$ cat config.mk
export PLATFORM = sky130hd
export DESIGN_NAME = touch_point_tracker
export DESIGN_NICKNAME = d
export VERILOG_FILES = /design/src/ttrk_pkg.sv /design/src/ttrk_core.sv /design/src/touch_point_tracker.sv
export SDC_FILE = /design/constraint.sdc
export NUM_CORES = 1
export LEC_CHECK = 0
export ABC_AREA = 0
export BUFFER_PORTS_ARGS = -buffer_cell sky130_fd_sc_hd__clkbuf_2
export CORE_MARGIN = 2
export CORE_UTILIZATION = 49
export CTS_CLUSTER_SIZE = 12
export DETAILED_ROUTE_END_ITERATION = 10
export HOLD_SLACK_MARGIN = 0.03
export MAX_ROUTING_LAYER = met4
export PLACE_DENSITY = 0.81
export REMOVE_ABC_BUFFERS = 1
export SLEW_MARGIN = 20
export SYNTH_ARGS = -nofsm -noshare
export SYNTH_HDL_FRONTEND = slang
export SYNTH_HIERARCHICAL = 1
export SYNTH_SLANG_ARGS = --single-unit
$ cat constraint.sdc
create_clock -name clk -period 12.1 [get_ports clk]
set_input_delay 3.63 -clock clk [delete_from_list [all_inputs] [get_ports clk]]
set_output_delay 3.63 -clock clk [all_outputs]
set_load 0.01 [all_outputs]
$ cat src/ttrk_pkg.sv
package ttrk_pkg;

  localparam int NUM_IN_PTS  = 5;
  localparam int NUM_TRK_PTS = 4;
  localparam int IN_W        = 176;
  localparam int OUT_W       = 152;
  localparam int RES_W       = 147;

  localparam logic [7:0]  READY_BIT   = 8'h80;
  localparam logic [7:0]  RELEASE_MSK = 8'h8F;
  localparam logic [3:0]  MAX_TOUCHES = 4'd10;
  localparam logic [15:0] PT_RELEASED = 16'hFFFF;
  localparam logic [15:0] ST_PRESSED  = 16'h8000;
  localparam logic [15:0] ST_CAUGHT   = 16'h4000;
  localparam logic [15:0] ST_KEEP     = 16'hE000;
  localparam logic [7:0]  CNT_SAMPLE  = 8'd10;
  localparam logic [7:0]  CNT_MAX     = 8'd240;
  localparam logic [7:0]  CNT_RELOAD  = 8'd10;

  localparam logic [15:0] WIDTH_RST  = 16'd480;
  localparam logic [15:0] HEIGHT_RST = 16'd272;

  typedef enum logic {
    REG_SCREEN_WIDTH  = 1'b0,
    REG_SCREEN_HEIGHT = 1'b1
  } cfg_reg_t;

  typedef struct packed {
    logic [15:0] y;
    logic [15:0] x;
  } point_t;

  typedef struct packed {
    point_t [NUM_IN_PTS-1:0] pts;
    logic [7:0]              idle_status;
    logic [7:0]              status_byte;
  } in_item_t;

  typedef struct packed {
    point_t [NUM_TRK_PTS-1:0] pts;
    logic                     sampled;
    logic                     clear_request;
    logic [15:0]              status_word;
    logic                     touch_found;
  } result_t;

  typedef struct packed {
    logic [7:0]               poll_count;
    logic [15:0]              touch_status;
    point_t [NUM_TRK_PTS-1:0] pts;
    point_t                   backup;
  } trk_state_t;

  // one bit per count value: set where the count is a multiple of ten
  function automatic logic [255:0] mult10_tab();
    logic [255:0] tab;
    int           k;
    tab = '0;
    k   = 0;
    for (int i = 0; i < 256; i++) begin
      tab[i] = (k == 0);
      k      = (k == 9) ? 0 : k + 1;
    end
    return tab;
  endfunction

  localparam logic [255:0] MULT10_TAB = mult10_tab();

endpackage

$ cat src/ttrk_core.sv
module ttrk_core #(
  parameter int MAX_POINTS = 5
) (
  input  ttrk_pkg::trk_state_t st,
  input  ttrk_pkg::in_item_t   item,
  input  logic [15:0]          screen_width,
  input  logic [15:0]          screen_height,
  output ttrk_pkg::trk_state_t st_nxt,
  output ttrk_pkg::result_t    res
);
  import ttrk_pkg::*;

  logic [7:0]  cnt;
  logic        sample;
  logic [7:0]  mode;
  logic [3:0]  n;
  logic        clear;
  logic        found;
  logic [15:0] mask;
  logic [15:0] ts;
  point_t [NUM_TRK_PTS-1:0] pts;

  always_comb begin
    cnt    = st.poll_count + 8'd1;
    sample = (cnt < CNT_SAMPLE) || MULT10_TAB[cnt];
    mode   = sample ? item.status_byte : item.idle_status;
    n      = mode[3:0];
    clear  = sample && mode[7] && (n <= MAX_TOUCHES);
    found  = sample && (n != 4'd0) && (n <= MAX_TOUCHES);
    mask   = ~(16'hFFFF << n);
    ts     = st.touch_status;
    pts    = st.pts;
    st_nxt = st;

    if (found) begin
      ts            = mask | ST_PRESSED | ST_CAUGHT;
      st_nxt.backup = st.pts[0];
      for (int i = 0; i < NUM_TRK_PTS; i++) begin
        if (i < MAX_POINTS && i < int'(n)) begin
          pts[i] = item.pts[i];
        end
      end
      if (pts[0].x > screen_width || pts[0].y > screen_height) begin
        if (n > 4'd1) begin
          pts[0] = pts[1];
          cnt    = 8'd0;
        end else begin
          // discard: fall back to the old point and status, then release
          pts[0] = st.pts[0];
          mode   = READY_BIT;
          ts     = st.touch_status;
        end
      end else begin
        cnt = 8'd0;
      end
    end

    if ((mode & RELEASE_MSK) == READY_BIT) begin
      if ((ts & ST_PRESSED) != 16'd0) begin
        ts = ts & ~ST_PRESSED;
      end else begin
        pts[0].x = PT_RELEASED;
        pts[0].y = PT_RELEASED;
        ts       = ts & ST_KEEP;
      end
    end

    if (cnt > CNT_MAX) begin
      cnt = CNT_RELOAD;
    end

    st_nxt.poll_count   = cnt;
    st_nxt.touch_status = ts;
    st_nxt.pts          = pts;

    res.touch_found   = found;
    res.status_word   = ts;
    res.clear_request = clear;
    res.sampled       = sample;
    res.pts           = pts;
  end

endmodule

$ cat src/touch_point_tracker.sv
// Pipeline: input register, then result register, between input request and result.
// Throughput: one poll per cycle while the output is not stalled; the poll counter,
//   status word and point registers update together, so polls follow back to back.
// Reset: synchronous active-low rst_n clears counter, status, points and valids;
//   screen size reloads to 480 x 272.
module touch_point_tracker #(
  parameter int MAX_POINTS = 5
) (
  input  logic                       clk,
  input  logic                       rst_n,
  input  logic                       in_tvalid,
  output logic                       in_tready,
  // status_byte, idle_status, pt0_x, pt0_y, pt1_x, pt1_y, ... pt4_x, pt4_y
  input  logic [ttrk_pkg::IN_W-1:0]  in_tdata,
  output logic                       out_tvalid,
  input  logic                       out_tready,
  // touch_found, status_word, clear_request, sampled, out0_x, out0_y, ... out3_y, zero pad
  output logic [ttrk_pkg::OUT_W-1:0] out_tdata,
  input  logic                       cfg_valid,
  output logic                       cfg_ready,
  input  ttrk_pkg::cfg_reg_t         cfg_index,
  input  logic [15:0]                cfg_data
);
  import ttrk_pkg::*;

  logic        in_v_r;
  in_item_t    item_r;
  trk_state_t  st_r;
  trk_state_t  st_nxt;
  result_t     res;
  result_t     out_r;
  logic        out_v_r;
  logic [15:0] width_r;
  logic [15:0] height_r;
  logic        advance;

  assign advance   = !out_v_r || out_tready;
  assign in_tready = !in_v_r || advance;
  assign cfg_ready = 1'b1;

  ttrk_core #(
    .MAX_POINTS(MAX_POINTS)
  ) u_core (
    .st           (st_r),
    .item         (item_r),
    .screen_width (width_r),
    .screen_height(height_r),
    .st_nxt       (st_nxt),
    .res          (res)
  );

  always_ff @(posedge clk) begin
    if (!rst_n) begin
      width_r  <= WIDTH_RST;
      height_r <= HEIGHT_RST;
    end else if (cfg_valid) begin
      unique case (cfg_index)
        REG_SCREEN_WIDTH:  width_r  <= cfg_data;
        REG_SCREEN_HEIGHT: height_r <= cfg_data;
        default: ;
      endcase
    end
  end

  always_ff @(posedge clk) begin
    if (!rst_n) begin
      in_v_r <= 1'b0;
    end else if (in_tready) begin
      in_v_r <= in_tvalid;
    end
  end

  always_ff @(posedge clk) begin
    if (in_tready) begin
      item_r <= in_item_t'(in_tdata);
    end
  end

  always_ff @(posedge clk) begin
    if (!rst_n) begin
      st_r    <= '0;
      out_v_r <= 1'b0;
    end else if (in_v_r && advance) begin
      st_r    <= st_nxt;
      out_v_r <= 1'b1;
    end else if (out_tready) begin
      out_v_r <= 1'b0;
    end
  end

  // hold the result while the downstream stalls
  always_ff @(posedge clk) begin
    if (in_v_r && advance) begin
      out_r <= res;
    end
  end

  assign out_tvalid = out_v_r;
  assign out_tdata  = {{(OUT_W - RES_W){1'b0}}, out_r};

  a_cnt_range: assert property (@(posedge clk) disable iff (!rst_n)
    st_r.poll_count <= CNT_MAX)
    else $error("poll counter above reload limit");

  a_found_sampled: assert property (@(posedge clk) disable iff (!rst_n)
    out_v_r && (out_r.touch_found || out_r.clear_request) |-> out_r.sampled)
    else $error("touch or clear request on a poll that did not sample");

  a_mask_gap: assert property (@(posedge clk) disable iff (!rst_n)
    out_v_r |-> out_r.status_word[13:10] == 4'd0)
    else $error("status word carries bits outside flags and mask");

  a_stall_only: assert property (@(posedge clk) disable iff (!rst_n)
    !in_tready |-> in_v_r && out_v_r && !out_tready)
    else $error("input stalled without a downstream stall");

endmodule
==> results of run 1 <==
==> report_power, final <==
part           leakage (uW)  internal [uW]  switching (uW)  total, uW
Sequential          0.00436           1810            39.2       1840
Combinational       0.00399            146             214        360
Clock              0.000775            863             619       1480
Total               0.00913           2810             872       3690
==> area by class of cell <==
| cell class | instances | area [sq um] | area share (%) |
|---|---|---|---|
| flip-flops and latches | 471 | 12300 | 52.9 |
| multi-input cells | 1037 | 6870 | 29.6 |
| repair buffers | 320 | 1650 | 7.12 |
| clock buffers | 79 | 1440 | 6.20 |
| well taps | 539 | 674 | 2.90 |
| clock inverters | 15 | 148 | 0.636 |
| inverters | 38 | 143 | 0.614 |
| diodes | 6 | 15.0 | 0.0646 |
==> metal layers <==
metal | vias to the layer above | GRT usage [%]
li1 | 6352 | -
met1 | 6520 | 25.8
met2 | 403 | 33.8
met3 | 106 | 4.31
met4 | 0 | 9.96
met5 | - | -
==> path summary, 6_finish.rpt <==
kind,cells past startpoint,start,end
worst max-delay path,4,out_tready,in_tready
worst min-delay path,2,st_r[174],st_r[174]
worst max register to register,22,st_r[176],st_r[61]
worst min register to register,2,st_r[174],st_r[174]
==> registers in the layout (all words and copies together) (netlist names) <==
signal	flops
in_v_r	1
st_r	152
width_r	16
height_r	16
item_r	138
out_tvalid	1
out_tdata	147
==> per-stage QoR <==
stage	hold WS, ns	instances	cell area, sq um	power (uW)	utilization (%)
final	0.452	2505	23200	3690	55.3
after global routing	0.464	2505	23200	3830	55.3
after CTS	0.454	2499	23200	3730	55.2
after detailed placement	0.445	2405	21600	2240	51.4
after global placement	0.437	2405	21600	2220	51.4
after floorplan	0.430	1546	19200	2110	-
==> worst reg2reg max path, cell delays in order (launching register included) <==
cell	delay, ns
dfxtp_1	0.47
ha_1	0.39
ha_1	0.41
xor2_1	0.22
xnor2_1	0.26
a211oi_1	0.12
a2111oi_0	0.40
a21oi_1	0.13
a22oi_4	0.52
mux2i_4	0.32
buf_4	0.49
mux2_1	0.45
ha_1	0.32
a21oi_1	0.14
o21ai_0	0.12
a221oi_1	0.50
a21oi_1	0.14
nor2_1	0.43
nand3_2	0.92
o22ai_1	0.47
o21ai_0	0.22
nand2_1	0.13
mux2i_1	0.09
==> flow_metrics.py, run 1 <==
metrics = {
    "run_status": {
        "status": "complete, no violations",
    },
    "placed_design": {
        "io_buffers": 308,
        "dp_hpwl_microns": 29800,
        "dpl_worst_slack_ns": 4.08,
        "gp_congestion": 0.896,
    },
    "sta": {
        "setup_viol": 0,
        "fin_setup_tns_ns": 0,
        "max-slew-margin-rel_pct": 21.5,
        "clock.fmax_ghz": 0.125,
        "final_max_slew_viol_count": 0,
        "finalCritPeriodShare_pct": 66.0,
        "setup_ws_ns": 4.12,
        "period_needed_ns": 7.98,
        "tightestPinTransition_ns": 1.18,
        "rsz0062_at_grt": "no",
        "finClkSkew_ns": 0.0198,
        "hold_violations": 0,
    },
    "clock_network": {
        "cts-resized-gates": 0,
        "cts_buffer_depth": 3,
        "hold_buffers": 0,
        "cts_buffers": 50,
        "root_buffer": "clkbuf_16",
        "post_cts_buffers": 0,
        "clk_pin_slew_ns": 0.06,
        "clock-sinks": 471,
        "clk_latency_ns": 0.58,
        "htree_levels": 2,
        "cts_tree": "done",
    },
    "die": {
        "die_w_microns": 211,
        "io_pins": 353,
        "row_count": 75,
        "die_area_sq_um": 44400,
        "coreArea_sq_um": 42000,
        "die_height_microns": 211,
        "start_util_pct": 49.8,
    },
    "synth": {
        "syn_area_sq_um": 20900,
        "syn_area_per_cell_sq_um": 11.6,
        "syn_inst": 1798,
        "synth_warnings": 6,
    },
    "routing": {
        "wl_met1_microns": 19100,
        "detail-route-antenna-nets": 0,
        "num_vias": 13400,
        "drtIter0Drc": 1016,
        "wl_per_cell_microns": 18.4,
        "route.met3.wl_microns": 2720,
        "drc": 0,
        "wl_met2_microns": 22300,
        "drt_wl_total_microns": 46100,
        "top_layer": "met4",
        "viasPerCell": 5.34,
        "firstDrtPassIters": 7,
    },
    "cells_and_area": {
        "fillers": 3477,
        "drive_above_1_share_pct": 25.5,
        "mostFrequentLayoutCell": "nand2_1",
        "nets": 2152,
        "areaGrowthSynthToFinish_pct": 10.9,
        "mostFrequentLayoutCells": "nand2_1 (398), clkbuf_2 (307), edfxtp_1 (285)",
    },
    "power": {
        "ir_drop_v": 0.000102,
        "p_leak_uw": 0.00913,
        "cellPowerDensity_nw_per_um2": 159,
    },
    "global_route": {
        "grt_pass1_vias": 13700,
        "grt_pass1_wl_microns": 71700,
        "antenna_found_initial": 6,
        "grt_usage_pct": 21.1,
        "grt_start_max_net_pins": 155,
        "grt_remaining_overflow": 0,
    },
    "setup_path": {
        "crit_top_cell": "clkbuf_2",
        "regToRegSetupSlack_ns": 4.28,
        "critical_path.endpoint_type": "output pin",
        "cp.arrival_ns": 4.35,
        "critPathBufInv": 2,
        "start_kind": "input pin",
        "path_delay_family": "simple AND/OR/NAND/NOR gates",
        "crit_type": "in -> out",
        "max_stage_delay_ns": 0.23,
        "cp.required_ns": 8.47,
        "slowest_stage": "nand2_4",
        "path_cells": "clkbuf_2 -> nor2b_4 -> nand2_4 -> clkbuf_2",
        "crit_fanout": 21,
    },
    "worst_hold_path": {
        "hp-class": "reg -> reg",
    },
    "flow_run": {
        "maxCapViolations": 0,
    },
}
Power figures use the tool's default switching activity.
==> inputs of run 2 (changes only) <==
--- a/config.mk
+++ b/config.mk
@@ -13,7 +13,7 @@
 export DETAILED_ROUTE_END_ITERATION = 10
 export HOLD_SLACK_MARGIN = 0.03
 export MAX_ROUTING_LAYER = met4
-export PLACE_DENSITY = 0.81
+export PLACE_DENSITY = 0.84
 export REMOVE_ABC_BUFFERS = 1
 export SLEW_MARGIN = 20
 export SYNTH_ARGS = -nofsm -noshare
==> constraint.sdc (replaced) <==
create_clock -name clk -period 7.1 [get_ports clk]
set_input_delay 2.13 -clock clk [delete_from_list [all_inputs] [get_ports clk]]
set_output_delay 2.13 -clock clk [all_outputs]
set_load 0.01 [all_outputs]
==> run 2 against run 1 <==
- wire length up 0.35%
- die area unchanged
- register-to-register slack worse by 3.8 ns
- critical endpoint is now st_r[61]
- largest cell class unchanged
- largest power group unchanged
==> flow_metrics.py, run 2 (synthesis results as in run 1) <==
metrics = {
    "cells_and_area": {
        "largest_reg_flops": 152,
        "mostFrequentLayoutCells": "nand2_1 (398), clkbuf_2 (307), edfxtp_1 (285)",
        "nets": 2156,
        "regMostFlops": "st_r",
        "mostFrequentLayoutCell": "nand2_1",
        "drive_above_1_share_pct": 25.7,
        "areaGrowthSynthToFinish_pct": 11.4,
        "final_core_util_pct": 55.5,
        "stdcell_count": 2508,
    },
    "global_route": {
        "grt_pass1_vias": 13400,
        "grt_start_max_net_pins": 178,
        "grt_pass1_wl_microns": 70800,
        "grt_remaining_overflow": 0,
        "antenna_found_initial": 7,
        "grt_usage_pct": 20.9,
    },
    "setup_path": {
        "crit_fanout": 32,
        "cp.arrival_ns": 7.14,
        "cp-endpoint": "st_r[61]",
        "regToRegEndpoint": "st_r[61]",
        "critical_path.endpoint_type": "register",
        "crit_type": "reg -> reg",
        "cp.required_ns": 7.62,
        "worstReg2RegStart": "st_r[176]",
        "start_kind": "register",
        "reg2reg_depth": 24,
        "regToRegSetupSlack_ns": 0.48,
        "critical_path.startpoint": "st_r[176]",
    },
    "clock_network": {
        "cts_tree": "done",
        "clk_latency_ns": 0.59,
        "clock-sinks": 471,
        "cts_buffer_depth": 3,
        "hold_buffers": 0,
        "cts_buffers": 50,
        "root_buffer": "clkbuf_16",
        "post_cts_buffers": 0,
        "htree_levels": 2,
        "clk_pin_slew_ns": 0.06,
        "cts-resized-gates": 0,
    },
    "sta": {
        "rsz0062_at_grt": "no",
        "hold_violations": 0,
        "max-slew-margin-rel_pct": 29.4,
        "clock.fmax_ghz": 0.151,
        "period_needed_ns": 6.62,
        "final_max_slew_viol_count": 0,
        "finalCritPeriodShare_pct": 93.2,
        "timing.hold.ws_ns": 0.452,
        "setup_viol": 0,
        "tightestPinTransition_ns": 1.06,
        "finClkSkew_ns": 0.0341,
    },
    "placed_design": {
        "dp.cells": 2409,
        "dp_hpwl_microns": 29700,
        "gp_congestion": 0.858,
        "io_buffers": 308,
    },
    "routing": {
        "firstDrtPassIters": 5,
        "drtIter0Drc": 1071,
        "drt_wl_total_microns": 46300,
        "wl_per_cell_microns": 18.5,
        "viasPerCell": 5.34,
        "drc": 0,
        "num_vias": 13400,
        "detail-route-antenna-nets": 0,
    },
    "die": {
        "coreArea_sq_um": 42000,
        "die_area_sq_um": 44400,
        "row_count": 75,
        "die_height_microns": 211,
        "io_pins": 353,
        "die_w_microns": 211,
        "start_util_pct": 49.8,
    },
    "power": {
        "ir_drop_v": 0.000218,
        "cellPowerDensity_nw_per_um2": 269,
        "p_leak_uw": 0.00918,
    },
    "worst_hold_path": {
        "hp-class": "reg -> reg",
    },
    "run_status": {
        "status": "complete, no violations",
    },
    "flow_run": {
        "maxCapViolations": 0,
    },
}
[run 2: critical path: stages, from the launching register on]
cell	delay (ns)
dfxtp_1	0.48
ha_1	0.36
ha_1	0.36
xor2_1	0.20
xnor2_1	0.24
a211oi_1	0.11
a2111oi_0	0.39
a21oi_1	0.14
a22oi_4	0.21
mux2i_4	0.28
buf_12	0.27
mux2_1	0.40
ha_1	0.32
a21oi_1	0.14
o21ai_0	0.11
a221oi_1	0.47
a21oi_1	0.15
or2_2	0.37
nand2b_1	0.12
and3_2	0.44
buf_12	0.27
o22ai_1	0.12
o21ai_0	0.29
nand2_1	0.10
mux2i_1	0.16
[run 2: per-layer routing]
layer  routed length [microns]  share of wire [%]  up-vias  GRT usage [%]
met2                     22500                 49      393           33.6
met4                      1790                3.9        0           9.62
met3                      2620                5.7      122           4.03
li1                          -                  -     6389              -
met1                     19400                 42     6498           25.5
met5                         0                  0        -              -
[run 2: power by group]
group          leakage (uW)  switching [uW]  internal [uW]
clock network      0.000776            1070           1440
logic               0.00404             366            255
registers           0.00436            69.7           3080
total               0.00918            1500           4770
[run 2: how the worst min path moves through the flow]
stage | from | endpoint | slack (ns) | depth (start not counted)
6_report | st_r[173] | st_r[173] | 0.45 | 2
5_1_grt | st_r[161] | st_r[161] | 0.47 | 2
4_1_cts | st_r[87] | st_r[87] | 0.46 | 2
3_5_place_dp | st_r[120] | st_r[120] | 0.44 | 2
3_3_place_gp | st_r[174] | st_r[174] | 0.44 | 2
2_1_floorplan | st_r[174] | st_r[174] | 0.43 | 2
[run 2: final cells by class]
| cell class | instances | area [sq um] |
|---|---|---|
| Inverter | 38 | 143 |
| Sequential cell | 471 | 12300 |
| Multi-Input combinational cell | 1037 | 6870 |
| Timing Repair Buffer | 324 | 1760 |
| Clock inverter | 13 | 93.8 |
| Clock buffer | 80 | 1490 |
| Fill cell | 3453 | 18700 |
| Tap cell | 539 | 674 |
| Antenna cell | 6 | 15.0 |
[run 2: through the flow]
stage                TNS, ns  total power (uW)  instance area, sq um  setup slack [ns]
finish                     0              6270                 23300             0.485
CTS                        0              6330                 23300             0.557
detailed placement         0              3820                 21700             0.617
global route               0              6500                 23300             0.113
floorplan           -1514.70              3600                 19200             -5.07
global placement           0              3780                 21700             0.767
==> inputs of run 3 (changes only) <==
--- a/config.mk
+++ b/config.mk
@@ -9,6 +9,7 @@
 export BUFFER_PORTS_ARGS = -buffer_cell sky130_fd_sc_hd__clkbuf_2
 export CORE_MARGIN = 2
 export CORE_UTILIZATION = 49
+export CTS_BUF_LIST = sky130_fd_sc_hd__clkbuf_16
 export CTS_CLUSTER_SIZE = 12
 export DETAILED_ROUTE_END_ITERATION = 10
 export HOLD_SLACK_MARGIN = 0.03
==> run 3 against run 2 <==
- clock power decreased by 4%
- hold slack about the same
- combinational power about the same
- core utilization fell by 0.14 points
- largest cell class unchanged
- power fell by 1.6%
- cell area fell by 0.26%
- critical path type unchanged
- critical endpoint unchanged
- critical path depth unchanged
- highest routed layer unchanged
==> flow_metrics.py, run 3 (synthesis results as in run 1) <==
metrics = {
    "cells_and_area": {
        "mostFrequentLayoutCell": "nand2_1",
        "stdcell_count": 2508,
        "largest_reg_flops": 152,
        "fillers": 3460,
        "regMostFlops": "st_r",
        "drive_above_1_share_pct": 25.4,
        "areaGrowthSynthToFinish_pct": 11.1,
        "multi_input_area_sq_um": 6870,
        "final_area_sq_um": 23300,
        "mostFrequentLayoutCells": "nand2_1 (398), clkbuf_2 (307), edfxtp_1 (285)",
        "seqCellArea_sq_um": 12300,
        "final_core_util_pct": 55.3,
        "nets": 2156,
    },
    "global_route": {
        "grt_usage_pct": 20.8,
        "grt_remaining_overflow": 0,
        "antenna_found_initial": 7,
        "grt_start_max_net_pins": 178,
        "grt_pass1_vias": 13300,
        "grt_pass1_wl_microns": 70800,
    },
    "setup_path": {
        "crit_type": "reg -> reg",
        "cp.required_ns": 7.62,
        "crit_fanout": 32,
        "start_kind": "register",
        "critical_path.endpoint_type": "register",
        "cp.arrival_ns": 7.15,
    },
    "routing": {
        "detail-route-antenna-nets": 0,
        "firstDrtPassIters": 5,
        "drt_wl_total_microns": 46300,
        "drtIter0Drc": 1036,
        "num_vias": 13400,
        "drc": 0,
        "viasPerCell": 5.33,
        "wl_per_cell_microns": 18.5,
    },
    "sta": {
        "finalCritPeriodShare_pct": 93.3,
        "period_needed_ns": 6.63,
        "timing.hold.ws_ns": 0.453,
        "finClkSkew_ns": 0.0338,
        "tightestPinTransition_ns": 1.06,
        "final_max_slew_viol_count": 0,
        "rsz0062_at_grt": "no",
        "clock.fmax_ghz": 0.151,
        "setup_viol": 0,
        "hold_violations": 0,
        "max-slew-margin-rel_pct": 29.2,
    },
    "placed_design": {
        "dp.cells": 2409,
        "place_area_sq_um": 21700,
        "dp_hpwl_microns": 29700,
        "io_buffers": 308,
        "gp_congestion": 0.858,
    },
    "clock_network": {
        "cts_tree": "done",
        "htree_levels": 2,
        "post_cts_buffers": 0,
        "hold_buffers": 0,
        "clk_latency_ns": 0.59,
        "root_buffer": "clkbuf_16",
        "cts_buffer_depth": 3,
        "cts-resized-gates": 0,
        "clk_pin_slew_ns": 0.06,
        "clock-sinks": 471,
        "cts_buffers": 50,
    },
    "run_status": {
        "status": "complete, no violations",
    },
    "die": {
        "die_w_microns": 211,
        "die_area_sq_um": 44400,
        "die_height_microns": 211,
        "start_util_pct": 49.8,
        "coreArea_sq_um": 42000,
        "row_count": 75,
        "io_pins": 353,
    },
    "flow_run": {
        "maxCapViolations": 0,
    },
    "power": {
        "ir_drop_v": 0.000218,
        "cellPowerDensity_nw_per_um2": 265,
        "p_leak_uw": 0.00923,
    },
    "worst_hold_path": {
        "hp-class": "reg -> reg",
    },
}
[run 3: cell count changes in the layout (fill, tap and decap cells not counted), sizes merged]
cell	previous run	this run
inv	39	60
clkbuf	387	360
clkinv	12	18
[run 3: critical path: stages, from the launching register on]
cell and delay, ns:
dfxtp_1 0.48, ha_1 0.36, ha_1 0.36, xor2_1 0.20, xnor2_1 0.24, a211oi_1 0.11
a2111oi_0 0.39, a21oi_1 0.14, a22oi_4 0.20, mux2i_4 0.28, buf_12 0.27, mux2_1 0.41
ha_1 0.32, a21oi_1 0.14, o21ai_0 0.11, a221oi_1 0.47, a21oi_1 0.15, or2_2 0.37
nand2b_1 0.12, and3_2 0.45, buf_12 0.27, o22ai_1 0.12, o21ai_0 0.29, nand2_1 0.10
mux2i_1 0.16
[run 3: area by class of cell]
class / count / share of cell area [%]
well taps: 539 / 2.90
inverters: 38 / 0.613
clock inverters: 40 / 0.839
flip-flops and latches: 471 / 52.8
clock buffers: 53 / 5.70
diodes: 6 / 0.0645
repair buffers: 324 / 7.56
multi-input cells: 1037 / 29.5
[run 3: final timing paths]
kind / from / to / slack, ns / cells past startpoint
worst min-delay path: st_r[173] / st_r[173] / 0.45 / 2
worst max register to register: st_r[176] / st_r[61] / 0.47 / 24
worst max-delay path: st_r[176] / st_r[61] / 0.47 / 24
worst min register to register: st_r[173] / st_r[173] / 0.45 / 2
[run 3: layer usage]
layer,GRT usage [%],vias to the layer above,part of all wire [%]
li1,-,6385,-
met4,9.71,0,3.8
met2,33.5,375,49
met1,25.5,6486,42
met5,-,-,0
met3,4.03,113,5.4
[run 3: per-stage QoR]
step                      power (uW)  setup slack (ns)  TNS [ns]
after floorplan                 3600             -5.07  -1514.70
after global placement          3780             0.767         0
after detailed placement        3820             0.617         0
after CTS                       6230             0.557         0
after global routing            6410             0.113         0
final                           6170             0.472         0
[run 3: power breakdown]
group          leakage, uW  total, uW  internal, uW  switching [uW]
Combinational      0.00404        621           255             366
Sequential         0.00436       3150          3080            69.7
Clock             0.000830       2410          1340            1060
